`src/kvl_pkg.sv`:
```
// shared types and constants for the key/value line lookup block
package kvl_pkg;

  localparam int unsigned KEY_SLOTS   = 8;
  localparam int unsigned LABEL_CHARS = 5;
  localparam int unsigned QUEUE_DEPTH = 4;
  localparam int unsigned QPTR_W      = $clog2(QUEUE_DEPTH);
  localparam int unsigned QCNT_W      = $clog2(QUEUE_DEPTH + 1);

  localparam logic [7:0] CH_SPACE = 8'h20;
  localparam logic [7:0] CH_TAB   = 8'h09;
  localparam logic [7:0] CH_NL    = 8'h0a;
  localparam logic [7:0] CH_NUL   = 8'h00;

  // "label", first character in the low byte
  localparam logic [8*LABEL_CHARS-1:0] LABEL_WORD = 40'h6c_65_62_61_6c;

  localparam logic CFG_KEY_TEXT   = 1'b0;
  localparam logic CFG_KEY_LENGTH = 1'b1;

  typedef enum logic [1:0] {
    ST_FOUND = 2'd0,
    ST_NONE  = 2'd1,
    ST_LONG  = 2'd2
  } status_e;

  typedef enum logic [2:0] {
    PH_LEAD  = 3'd0,
    PH_WORD  = 3'd1,
    PH_SEP   = 3'd2,
    PH_VALUE = 3'd3,
    PH_SKIP  = 3'd4
  } phase_e;

  typedef struct packed {
    logic                   zero;
    logic                   last;
    logic                   blank;
    logic                   nl;
    logic [LABEL_CHARS-1:0] lmatch;
    logic [KEY_SLOTS-1:0]   kmatch;
  } byte_cls_t;

endpackage

```
`src/kvl_chan_if.sv`:
```
// request and result channel interfaces
interface kvl_in_if;
  logic       valid;
  logic       ready;
  logic [7:0] text_byte;
  logic       last_byte;
  modport source(output valid, text_byte, last_byte, input ready);
  modport sink(input valid, text_byte, last_byte, output ready);
endinterface

interface kvl_out_if;
  logic        valid;
  logic        ready;
  logic [1:0]  status;
  logic [15:0] value_offset;
  logic [15:0] value_length;
  modport source(output valid, status, value_offset, value_length, input ready);
  modport sink(input valid, status, value_offset, value_length, output ready);
endinterface

```
`src/config_key_value_line_lookup.sv`:
```
// top level of the key/value line lookup block
//
// in_req carries the text one byte per request (text_byte, last_byte) under
// valid/ready; a zero byte or a request with last_byte set ends the text.
// out_rsp carries at most one result per text: status, value_offset and
// value_length. key_text and key_length are written through cfg_we_i, cfg_index_i and
// cfg_data_i; the user must write them only while no text is in flight, the block does not enforce it.
// Throughput is one byte per cycle while out_rsp takes results; the scanner
// state update for one byte is the loop that sets this figure.
// The accepted byte that decides the result passes through the front queue
// and then the result register before out_rsp.valid rises.
// A four-entry queue decouples the classifying front from the scanner, so
// in_req.ready only drops when the queue fills. When out_rsp stalls with a
// result held, the scanner pauses and bytes collect in the queue.
// Reset empties the queue and result register, clears key_text, sets
// key_length to one and arms the scanner for a new text.
module config_key_value_line_lookup #(
  parameter int unsigned KEY_MAX_CHARS  = 8,
  parameter int unsigned TEXT_MAX_BYTES = 65536
) (
  input  logic        clk_i,
  input  logic        rst_ni,
  kvl_in_if.sink      in_req,
  kvl_out_if.source   out_rsp,
  input  logic        cfg_we_i,
  input  logic        cfg_index_i,
  input  logic [63:0] cfg_data_i
);
  import kvl_pkg::*;

  logic [63:0] key_text_q;
  logic [3:0]  key_length_q;
  logic        q_full;
  logic        q_empty;
  logic        push;
  logic        pop;
  byte_cls_t   cls_in;
  byte_cls_t   cls_out;

  always_ff @(posedge clk_i or negedge rst_ni) begin
    if (!rst_ni) begin
      key_text_q   <= '0;
      key_length_q <= 4'd1;
    end else if (cfg_we_i) begin
      if (cfg_index_i == CFG_KEY_TEXT) begin
        key_text_q <= cfg_data_i;
      end else if (cfg_index_i == CFG_KEY_LENGTH) begin
        key_length_q <= cfg_data_i[3:0];
      end
    end
  end

  kvl_front #(
    .KEY_MAX_CHARS(KEY_MAX_CHARS)
  ) u_front (
    .in_req    (in_req),
    .key_text_i(key_text_q),
    .q_full_i  (q_full),
    .push_o    (push),
    .cls_o     (cls_in)
  );

  kvl_queue u_queue (
    .clk_i  (clk_i),
    .rst_ni (rst_ni),
    .push_i (push),
    .data_i (cls_in),
    .pop_i  (pop),
    .data_o (cls_out),
    .full_o (q_full),
    .empty_o(q_empty)
  );

  kvl_back #(
    .KEY_MAX_CHARS (KEY_MAX_CHARS),
    .TEXT_MAX_BYTES(TEXT_MAX_BYTES)
  ) u_back (
    .clk_i       (clk_i),
    .rst_ni      (rst_ni),
    .key_text_i  (key_text_q),
    .key_length_i(key_length_q),
    .q_empty_i   (q_empty),
    .cls_i       (cls_out),
    .pop_o       (pop),
    .out_rsp     (out_rsp)
  );

endmodule

```
`src/kvl_front.sv`:
```
// front end: accepts text bytes and classifies them against the key and "label"
module kvl_front #(
  parameter int unsigned KEY_MAX_CHARS = 8
) (
  kvl_in_if.sink                   in_req,
  input  logic [63:0]              key_text_i,
  input  logic                     q_full_i,
  output logic                     push_o,
  output kvl_pkg::byte_cls_t       cls_o
);
  import kvl_pkg::*;

  logic [7:0] c;

  assign c            = in_req.text_byte;
  assign in_req.ready = !q_full_i;
  assign push_o       = in_req.valid && !q_full_i;

  always_comb begin
    cls_o.zero  = (c == CH_NUL);
    cls_o.last  = in_req.last_byte;
    cls_o.blank = (c == CH_SPACE) || (c == CH_TAB);
    cls_o.nl    = (c == CH_NL);
    for (int i = 0; i < LABEL_CHARS; i++) begin
      cls_o.lmatch[i] = (c == LABEL_WORD[8*i +: 8]);
    end
    for (int i = 0; i < KEY_SLOTS; i++) begin
      cls_o.kmatch[i] = (i < KEY_MAX_CHARS) && (c == key_text_i[8*i +: 8]);
    end
  end

endmodule

```
`src/kvl_queue.sv`:
```
// short queue of classified bytes between front and back
module kvl_queue (
  input  logic               clk_i,
  input  logic               rst_ni,
  input  logic               push_i,
  input  kvl_pkg::byte_cls_t data_i,
  input  logic               pop_i,
  output kvl_pkg::byte_cls_t data_o,
  output logic               full_o,
  output logic               empty_o
);
  import kvl_pkg::*;

  byte_cls_t         mem_q [QUEUE_DEPTH];
  logic [QPTR_W-1:0] wr_q, wr_d, rd_q, rd_d;
  logic [QCNT_W-1:0] cnt_q, cnt_d;

  assign full_o  = (cnt_q == QCNT_W'(QUEUE_DEPTH));
  assign empty_o = (cnt_q == '0);
  assign data_o  = mem_q[rd_q];

  always_comb begin
    wr_d  = push_i ? wr_q + 1'b1 : wr_q;
    rd_d  = pop_i ? rd_q + 1'b1 : rd_q;
    cnt_d = cnt_q;
    if (push_i && !pop_i) begin
      cnt_d = cnt_q + 1'b1;
    end else if (pop_i && !push_i) begin
      cnt_d = cnt_q - 1'b1;
    end
  end

  always_ff @(posedge clk_i or negedge rst_ni) begin
    if (!rst_ni) begin
      wr_q  <= '0;
      rd_q  <= '0;
      cnt_q <= '0;
    end else begin
      wr_q  <= wr_d;
      rd_q  <= rd_d;
      cnt_q <= cnt_d;
    end
  end

  always_ff @(posedge clk_i) begin
    if (push_i) begin
      mem_q[wr_q] <= data_i;
    end
  end

endmodule

```
`src/kvl_back.sv`:
```
// back end: line scanner state machine and result register
module kvl_back #(
  parameter int unsigned KEY_MAX_CHARS  = 8,
  parameter int unsigned TEXT_MAX_BYTES = 65536
) (
  input  logic               clk_i,
  input  logic               rst_ni,
  input  logic [63:0]        key_text_i,
  input  logic [3:0]         key_length_i,
  input  logic               q_empty_i,
  input  kvl_pkg::byte_cls_t cls_i,
  output logic               pop_o,
  kvl_out_if.source          out_rsp
);
  import kvl_pkg::*;

  localparam int unsigned KIW = $clog2(KEY_MAX_CHARS + 1);
  localparam int unsigned PW  = $clog2(TEXT_MAX_BYTES) + 1;
  localparam logic [PW-1:0] POS_MAX = PW'(TEXT_MAX_BYTES);

  phase_e        phase_q, phase_d;
  logic [KIW-1:0] kidx_q, kidx_d;
  logic          kal_q, kal_d;
  logic [2:0]    lidx_q, lidx_d;
  logic          lal_q, lal_d;
  logic [PW-1:0] pos_q, pos_d;
  logic [15:0]   vstart_q, vstart_d;
  logic [15:0]   lnb_q, lnb_d;
  logic          first_q, first_d;
  logic          indent_q, indent_d;
  logic          done_q, done_d;

  logic          ovalid_q;
  status_e       ostat_q, ostat_d;
  logic [15:0]   ooff_q, ooff_d;
  logic [15:0]   olen_q, olen_d;
  logic          emit;

  logic [KIW-1:0] eff_len;
  logic           key_usable;
  logic           key_is_label;

  logic           lead;
  logic [KIW-1:0] f_kidx_in;
  logic           f_kal_in;
  logic [2:0]     f_lidx_in;
  logic           f_lal_in;
  logic [KEY_SLOTS-1:0]   kshift;
  logic [LABEL_CHARS-1:0] lshift;
  logic [KIW-1:0] f_kidx;
  logic           f_kal;
  logic [2:0]     f_lidx;
  logic           f_lal;
  logic [15:0]    pos16;

  always_comb begin
    if (key_length_i > 4'(KEY_MAX_CHARS)) begin
      eff_len = KIW'(KEY_MAX_CHARS);
    end else begin
      eff_len = KIW'(key_length_i);
    end
    key_usable = (eff_len != '0);
    for (int i = 0; i < KEY_MAX_CHARS; i++) begin
      if ((i < 32'(eff_len)) &&
          ((key_text_i[8*i +: 8] == CH_NUL) || (key_text_i[8*i +: 8] == CH_SPACE) ||
           (key_text_i[8*i +: 8] == CH_TAB) || (key_text_i[8*i +: 8] == CH_NL))) begin
        key_usable = 1'b0;
      end
    end
    key_is_label = (4'(eff_len) == 4'(LABEL_CHARS)) &&
                   (key_text_i[8*LABEL_CHARS-1:0] == LABEL_WORD);
  end

  // word matcher step, restarted at the first non-blank character of a line
  assign lead      = (phase_q == PH_LEAD);
  assign f_kidx_in = lead ? '0 : kidx_q;
  assign f_kal_in  = lead ? 1'b1 : kal_q;
  assign f_lidx_in = lead ? '0 : lidx_q;
  assign f_lal_in  = lead ? 1'b1 : lal_q;
  assign kshift    = cls_i.kmatch >> f_kidx_in;
  assign lshift    = cls_i.lmatch >> f_lidx_in;

  always_comb begin
    if (f_kal_in && key_usable && (f_kidx_in < eff_len) && kshift[0]) begin
      f_kal  = 1'b1;
      f_kidx = f_kidx_in + 1'b1;
    end else begin
      f_kal  = 1'b0;
      f_kidx = f_kidx_in;
    end
    if (f_lal_in && (f_lidx_in < 3'(LABEL_CHARS)) && lshift[0]) begin
      f_lal  = 1'b1;
      f_lidx = f_lidx_in + 1'b1;
    end else begin
      f_lal  = 1'b0;
      f_lidx = f_lidx_in;
    end
  end

  assign pos16 = 16'(pos_q);
  assign pop_o = !q_empty_i && (!ovalid_q || out_rsp.ready);

  always_comb begin
    phase_d  = phase_q;
    kidx_d   = kidx_q;
    kal_d    = kal_q;
    lidx_d   = lidx_q;
    lal_d    = lal_q;
    pos_d    = pos_q;
    vstart_d = vstart_q;
    lnb_d    = lnb_q;
    first_d  = first_q;
    indent_d = indent_q;
    done_d   = done_q;
    emit     = 1'b0;
    ostat_d  = ST_NONE;
    ooff_d   = '0;
    olen_d   = '0;

    if (pop_o) begin
      if (!cls_i.zero && !done_q) begin
        if (pos_q == POS_MAX) begin
          emit    = 1'b1;
          ostat_d = ST_LONG;
        end else begin
          unique case (phase_q)
            PH_LEAD: begin
              if (cls_i.blank) begin
                if (first_q) begin
                  indent_d = 1'b1;
                end
              end else if (cls_i.nl) begin
                phase_d = PH_LEAD;
                first_d = 1'b0;
              end else begin
                kidx_d  = f_kidx;
                kal_d   = f_kal;
                lidx_d  = f_lidx;
                lal_d   = f_lal;
                phase_d = PH_WORD;
              end
            end
            PH_WORD: begin
              if (cls_i.blank) begin
                kal_d   = kal_q && (kidx_q == eff_len);
                lal_d   = lal_q && (lidx_q == 3'(LABEL_CHARS));
                phase_d = ((kal_q && (kidx_q == eff_len)) ||
                           (lal_q && (lidx_q == 3'(LABEL_CHARS)))) ? PH_SEP : PH_SKIP;
              end else if (cls_i.nl) begin
                phase_d = PH_LEAD;
                first_d = 1'b0;
              end else begin
                kidx_d = f_kidx;
                kal_d  = f_kal;
                lidx_d = f_lidx;
                lal_d  = f_lal;
              end
            end
            PH_SEP: begin
              if (cls_i.blank) begin
                phase_d = PH_SEP;
              end else if (cls_i.nl) begin
                phase_d = PH_LEAD;
                first_d = 1'b0;
              end else if (lal_q && !key_is_label) begin
                // entry header line is skipped, any other label line ends the search
                if (first_q && !indent_q) begin
                  phase_d = PH_SKIP;
                end else begin
                  emit    = 1'b1;
                  ostat_d = ST_NONE;
                end
              end else if (kal_q) begin
                vstart_d = pos16;
                lnb_d    = pos16;
                phase_d  = PH_VALUE;
              end else begin
                phase_d = PH_SKIP;
              end
            end
            PH_VALUE: begin
              if (cls_i.nl) begin
                emit    = 1'b1;
                ostat_d = ST_FOUND;
                ooff_d  = vstart_q;
                olen_d  = lnb_q - vstart_q + 16'd1;
              end else if (!cls_i.blank) begin
                lnb_d = pos16;
              end
            end
            PH_SKIP: begin
              if (cls_i.nl) begin
                phase_d = PH_LEAD;
                first_d = 1'b0;
              end
            end
            default: begin
              phase_d = PH_SKIP;
            end
          endcase
        end
        if (emit) begin
          done_d = 1'b1;
        end
      end

      if (!cls_i.zero && (pos_q != POS_MAX)) begin
        pos_d = pos_q + 1'b1;
      end

      // end of text: report if nothing was reported yet, then rearm
      if (cls_i.zero || cls_i.last) begin
        if (!done_d) begin
          emit = 1'b1;
          if (phase_d == PH_VALUE) begin
            ostat_d = ST_FOUND;
            ooff_d  = vstart_d;
            olen_d  = lnb_d - vstart_d + 16'd1;
          end else begin
            ostat_d = ST_NONE;
          end
        end
        phase_d  = PH_LEAD;
        kidx_d   = '0;
        kal_d    = 1'b1;
        lidx_d   = '0;
        lal_d    = 1'b1;
        pos_d    = '0;
        vstart_d = '0;
        lnb_d    = '0;
        first_d  = 1'b1;
        indent_d = 1'b0;
        done_d   = 1'b0;
      end
    end
  end

  always_ff @(posedge clk_i or negedge rst_ni) begin
    if (!rst_ni) begin
      phase_q  <= PH_LEAD;
      kidx_q   <= '0;
      kal_q    <= 1'b1;
      lidx_q   <= '0;
      lal_q    <= 1'b1;
      pos_q    <= '0;
      vstart_q <= '0;
      lnb_q    <= '0;
      first_q  <= 1'b1;
      indent_q <= 1'b0;
      done_q   <= 1'b0;
      ovalid_q <= 1'b0;
    end else begin
      phase_q  <= phase_d;
      kidx_q   <= kidx_d;
      kal_q    <= kal_d;
      lidx_q   <= lidx_d;
      lal_q    <= lal_d;
      pos_q    <= pos_d;
      vstart_q <= vstart_d;
      lnb_q    <= lnb_d;
      first_q  <= first_d;
      indent_q <= indent_d;
      done_q   <= done_d;
      if (emit) begin
        ovalid_q <= 1'b1;
      end else if (out_rsp.ready) begin
        ovalid_q <= 1'b0;
      end
    end
  end

  always_ff @(posedge clk_i) begin
    if (emit) begin
      ostat_q <= ostat_d;
      ooff_q  <= ooff_d;
      olen_q  <= olen_d;
    end
  end

  assign out_rsp.valid        = ovalid_q;
  assign out_rsp.status       = ostat_q;
  assign out_rsp.value_offset = ooff_q;
  assign out_rsp.value_length = olen_q;

endmodule

```
`src/flat_wrapper.sv`:
```
// flat-port wrapper written by rule: the top's interface ports become plain ports
module config_key_value_line_lookup_flat import kvl_pkg::*;
#(
  parameter int unsigned KEY_MAX_CHARS  = 8,
  parameter int unsigned TEXT_MAX_BYTES = 65536
)
  (clk_i, rst_ni, cfg_we_i, cfg_index_i, cfg_data_i, in_req_valid, in_req_text_byte, in_req_last_byte, in_req_ready, out_rsp_valid, out_rsp_status, out_rsp_value_offset, out_rsp_value_length, out_rsp_ready);
  kvl_in_if in_req_i ();
  kvl_out_if out_rsp_i ();
  input  logic clk_i;
  input  logic rst_ni;
  input  logic cfg_we_i;
  input  logic cfg_index_i;
  input  logic [63:0] cfg_data_i;
  input wire logic [$bits(in_req_i.valid)-1:0] in_req_valid;
  input wire logic [$bits(in_req_i.text_byte)-1:0] in_req_text_byte;
  input wire logic [$bits(in_req_i.last_byte)-1:0] in_req_last_byte;
  output wire logic [$bits(in_req_i.ready)-1:0] in_req_ready;
  output wire logic [$bits(out_rsp_i.valid)-1:0] out_rsp_valid;
  output wire logic [$bits(out_rsp_i.status)-1:0] out_rsp_status;
  output wire logic [$bits(out_rsp_i.value_offset)-1:0] out_rsp_value_offset;
  output wire logic [$bits(out_rsp_i.value_length)-1:0] out_rsp_value_length;
  input wire logic [$bits(out_rsp_i.ready)-1:0] out_rsp_ready;
  assign in_req_i.valid = in_req_valid;
  assign in_req_i.text_byte = in_req_text_byte;
  assign in_req_i.last_byte = in_req_last_byte;
  assign in_req_ready = in_req_i.ready;
  assign out_rsp_valid = out_rsp_i.valid;
  assign out_rsp_status = out_rsp_i.status;
  assign out_rsp_value_offset = out_rsp_i.value_offset;
  assign out_rsp_value_length = out_rsp_i.value_length;
  assign out_rsp_i.ready = out_rsp_ready;
  config_key_value_line_lookup #(.KEY_MAX_CHARS(KEY_MAX_CHARS), .TEXT_MAX_BYTES(TEXT_MAX_BYTES)) u_core (.clk_i(clk_i), .rst_ni(rst_ni), .in_req(in_req_i), .out_rsp(out_rsp_i), .cfg_we_i(cfg_we_i), .cfg_index_i(cfg_index_i), .cfg_data_i(cfg_data_i));
endmodule
```
`config.mk`:
```
export PLATFORM = sky130hd
export DESIGN_NAME = config_key_value_line_lookup_flat
export DESIGN_NICKNAME = d
export VERILOG_FILES = /design/src/kvl_pkg.sv /design/src/kvl_chan_if.sv /design/src/config_key_value_line_lookup.sv /design/src/kvl_front.sv /design/src/kvl_queue.sv /design/src/kvl_back.sv /design/src/flat_wrapper.sv
export SDC_FILE = /design/constraint.sdc
export NUM_CORES = 1
export LEC_CHECK = 0
export BUFFER_PORTS_ARGS = -buffer_cell sky130_fd_sc_hd__buf_4
export CORE_UTILIZATION = 45
export CTS_CLUSTER_DIAMETER = 50
export DETAILED_ROUTE_END_ITERATION = 10
export PLACE_DENSITY_LB_ADDON = 0.15
export SYNTH_ARGS = -nofsm -noshare
export SYNTH_HDL_FRONTEND = slang
export SYNTH_SLANG_ARGS = --single-unit
```
`constraint.sdc`:
```
create_clock -name clk_i -period 9.08 [get_ports clk_i]
set_input_delay 1.362 -clock clk_i [delete_from_list [all_inputs] [get_ports clk_i]]
set_output_delay 1.362 -clock clk_i [all_outputs]
set_load 0.01 [all_outputs]
```
==> key figures <==
Synthesis
  • Ys flop type: dfrtp_1
  • Mean Syn Cell Area: 11.2 µm²
  • Synth async-reset ratio: 0.588
  • Cell count after synthesis: 1211
  • Post-Syn Area: 0.0136 mm²
  • Yosys warnings: 0
  • Flops & latches, synth: 238
  • Register area share after synthesis: 0.474
  • Post-synth EDFFs: between 90 and 100
  • Syn_nets: 1363
  • Yosys cell types: 74

Setup path
  • Max stage delay on crit path: between 0.8 and 0.9 ns
  • Worst Path Required: 9.45 ns
  • FF-to-FF End: u_core.u_back.out_rsp.value_length[15]
  • Critical path's top delay family: simple AND/OR/NAND/NOR gates
  • Crit path max fanout: 18
  • Critical path origin: u_core.u_queue.rd_q[1]
  • Critical path depth: 21
  • Reg2Reg Depth: 21
  • CP Capture Point: u_core.u_back.out_rsp.value_length[15]
  • Most used cell, CP: inv_1
  • CP arrival: 6.15 ns
  • Startpoint types: flop
  • WS Path Type: flop to flop
  • Worst R2R Start: u_core.u_queue.rd_q[1]
  • Worst Setup End Kind: flop
  • R2R setup slack: 3.30 ns
  • Slowest cell on crit path: dfrtp_1
  • Crit-path cells: mux4_2, nor2_1, and3_1, nand2_1, nor2_2, buf_4, mux2i_1, inv_1, ha_1, inv_1, ha_1, inv_1, fa_1, nor2b_1, o31ai_1, a211oi_1, nor2_1, a21oi_1, a31oi_1, or4_1, nand3_1
  • Buf+Inv Stages, Crit Path: 4

Layout
  • # diodes: 0
  • Area taken by multi-input logic gates: 0.00679 mm²
  • Area delta synth->final: 17.1%
  • Fillers: 2620
  • FF+latch area: 0.00645 mm²
  • Final std cells w/o fill: about 1.7k
  • Nets: 1464
  • Share of layout cells above drive strength 1: 0.229

Pwr
  • Static Leak: 6.39 nW
  • Power Dens Cells: ~250 mW/mm²
  • Max IR drop VDD: 0.150 mV

Drt
  • Final ANT Viol Nets: 0
  • DR pass1 iterations: 5
  • # DRC: 0
  • First DRT Iteration DRCs: 564
  • Vias per std cell: 5.71
  • Total Wirelength: 33600 µm
  • Drt wl/cell: 19.5 µm
  • Vias: about 9.9k

Placed design
  • Placed cells: between 1.5k and 2k
  • DP Wirelength: approximately 23000 µm
  • Final GP Congestion: between 0.8 and 0.9
  • Port buffer count: 114

Clock network
  • Clk Latency, worst-skew pair: 0.51 ns
  • Longest Clk Path Bufs: 3
  • CTS H-tree lvls: 2
  • Clock transition at the registers of the reported paths: roughly 0.060 ns
  • Root buffer cell: clkbuf_16
  • Hold-fix buffers at CTS: 0
  • Cts repair resizes: 0
  • Cts bufs inserted: 34
  • CTS Sinks: 238
  • CTS tree: built
  • Setup Buffers After CTS: 0

Die
  • FP Rows: 63
  • Core box area: 0.0297 mm²
  • Vert. Die Dim: 176 µm
  • Die W: 176 µm
  • Initial Utilization: 0.458
  • Die ar.: approximately 0.031 mm²
  • Ports: 115

STA
  • Relative slew slack: 0.265
  • Worst clock skew: 0.0163 ns
  • Period utilisation layout: 0.636
  • Sum Neg Setup Slack: 0 ns
  • Max Slew Vio Count: 0
  • Final setup fails: 0
  • RSZ-0062 raised after global routing: false
  • Fmax: roughly 170 MHz
  • Period minus WS final: 5.78 ns
  • Final Hold Viols: 0
  • Worst-Margin Slew: around 1.1 ns
  • Minimum hold slack: 0.496 ns

Flow run
  • Max-cap viol count: 0

Global routing
  • First-pass GRT wire length: ~54000 µm
  • Largest net degree at the start of global routing: between 70 and 80
  • Overall Global Routing Usage: 0.223
  • GR Overflow Total: 0
  • Initial antenna violation count: 0
  • Number of global-route vias before repair: 9968

Outcome
  • Status: completed

Worst hold path
  • Path type of the worst min-delay path: flop to flop
  • Hold_sp: u_core.u_back.indent_q
==> worst min-delay path, cell delays in order, from the launching register on <==
cell and delay [ns]:
dfrtp_1 0.34, a41oi_1 0.04, nor2_1 0.07
==> cells in the mapped netlist (5+ instances only) <==
| cell | n | area [µm²] |
|---|---|---|
| dfrtp_1 | 136 | 3400 |
| edfxtp_1 | 98 | 2940 |
| nor2_1 | 92 | 345 |
| xnor2_1 | 84 | 736 |
| mux2_2 | 83 | 935 |
| ha_1 | 70 | 876 |
| nand2_1 | 63 | 236 |
| clkbuf_1 | 48 | 180 |
| inv_1 | 42 | 158 |
| o21ai_0 | 42 | 210 |
| a21oi_1 | 37 | 185 |
| nand4_1 | 27 | 169 |
| a2bb2oi_1 | 24 | 210 |
| nand3_1 | 22 | 110 |
| nor3_1 | 21 | 105 |
| xor2_1 | 21 | 184 |
| mux2i_1 | 20 | 200 |
| and3_1 | 19 | 119 |
| o22ai_1 | 18 | 113 |
| mux4_2 | 17 | 383 |
| a22o_1 | 16 | 140 |
| nand2b_1 | 14 | 87.6 |
| nor4_1 | 14 | 87.6 |
| a21o_1 | 12 | 90.1 |
| a211oi_1 | 11 | 82.6 |
| and2_1 | 10 | 62.6 |
| nor2b_1 | 9 | 56.3 |
| o211ai_1 | 9 | 67.6 |
| or2_2 | 9 | 56.3 |
| or3_1 | 8 | 50.1 |
| a31oi_1 | 7 | 43.8 |
| buf_1 | 6 | 22.5 |
| nand3b_1 | 6 | 45.0 |
| o21a_1 | 6 | 45.0 |
| a41oi_1 | 5 | 43.8 |
| buf_2 | 5 | 25.0 |
==> sequential cells by signal, summed over array words and instances (netlist names) <==
register / count
u_core.u_back.vstart_q: 16
u_core.u_queue.rd_q: 2
u_core.u_back.out_rsp.status: 2
u_core.u_queue.mem_q: 64
u_core.u_back.out_rsp.valid: 1
u_core.u_back.lal_q: 1
u_core.u_back.kidx_q: 4
u_core.key_text_q: 64
u_core.u_back.kal_q: 1
u_core.key_length_q: 4
u_core.u_back.pos_q: 17
u_core.u_back.indent_q: 1
u_core.u_queue.cnt_q: 3
u_core.u_back.lnb_q: 16
u_core.u_back.done_q: 1
u_core.u_back.phase_q: 3
u_core.u_back.out_rsp.value_length: 16
u_core.u_back.first_q: 1
u_core.u_queue.wr_q: 2
u_core.u_back.out_rsp.value_offset: 16
u_core.u_back.lidx_q: 3
==> stage by stage <==
stage | utilization | cell area, µm² | power [W] | setup slack [ns]
after floorplan | - | 13600 | 0.00224 | 4.01
after global placement | 0.499 | 14800 | 0.00265 | 3.62
after detailed placement | 0.499 | 14800 | 0.00267 | 3.34
after CTS | 0.537 | 15900 | 0.00397 | 3.33
after global routing | 0.537 | 15900 | 0.00413 | 2.97
final | 0.537 | 15900 | 0.00391 | 3.30
==> cells by family (layout without fill, tap and decap cells) <==
family | Yosys count | count (layout) | share of synthesized area
DFF | 238 | 238 | 0.474
AOI/OAI and AO/OA | 228 | 228 | 0.116
buffers and inverters | 103 | 230 | 0.0291
and+or+nand+nor | 344 | 344 | 0.133
xor gates and xnor gates | 105 | 105 | 0.0675
adders and majority gates | 73 | 73 | 0.0687
muxes | 120 | 120 | 0.111
==> layout make-up <==
type | instances | share of cell area
Timing Repair Buffer | 125 | 0.0591
Multi-Input combinational cell | 870 | 0.426
Sequential cell | 238 | 0.405
Tap cell | 390 | 0.0306
Clock buffer | 37 | 0.0547
Clock inverter | 25 | 0.0150
Inverter | 43 | 0.0101
==> placed cells by master, fill, tap and decap left out, types with 10 or more instances in the layout <==
master,synthesis,layout
nor4_1,14,14
a21oi_1,37,37
xor2_1,21,21
mux2i_1,20,20
nand2b_1,14,14
o21ai_0,42,42
ha_1,70,70
nor3_1,21,20
a22o_1,16,16
nand3_1,22,22
mux4_2,17,17
nand2_1,63,63
a2bb2oi_1,24,24
dfrtp_1,136,136
edfxtp_1,98,98
buf_4,1,124
xnor2_1,84,84
o22ai_1,18,18
and2_1,10,10
clkbuf_16,0,34
nor2_1,92,90
a211oi_1,11,11
a21o_1,12,12
and3_1,19,19
inv_1,42,42
nand4_1,27,27
mux2_2,83,83
==> power by group <==
group          switching, W  leakage (nW)  internal [W]
registers          0.000167          2.75       0.00137
logic              0.000643          3.08      0.000449
clock network      0.000498         0.549      0.000790
==> layer usage <==
layer,vias to the layer above,part of all wire,GRT usage
met4,0,0.028,0.0761
met2,211,0.50,0.387
li1,4712,-,-
met1,4889,0.43,0.285
met5,-,0,0
met3,58,0.038,0.0323
==> how the worst min path moves through the flow <==
stage / end / slack, ns / cells past startpoint
after floorplan: u_core.u_back.indent_q / 0.46 / 2
after global placement: u_core.u_back.indent_q / 0.48 / 2
after detailed placement: u_core.u_queue.cnt_q[2] / 0.49 / 1
after CTS: u_core.u_queue.cnt_q[2] / 0.50 / 1
after global routing: u_core.u_queue.cnt_q[2] / 0.53 / 1
final: u_core.u_back.indent_q / 0.50 / 2
Power figures use the tool's default switching activity.
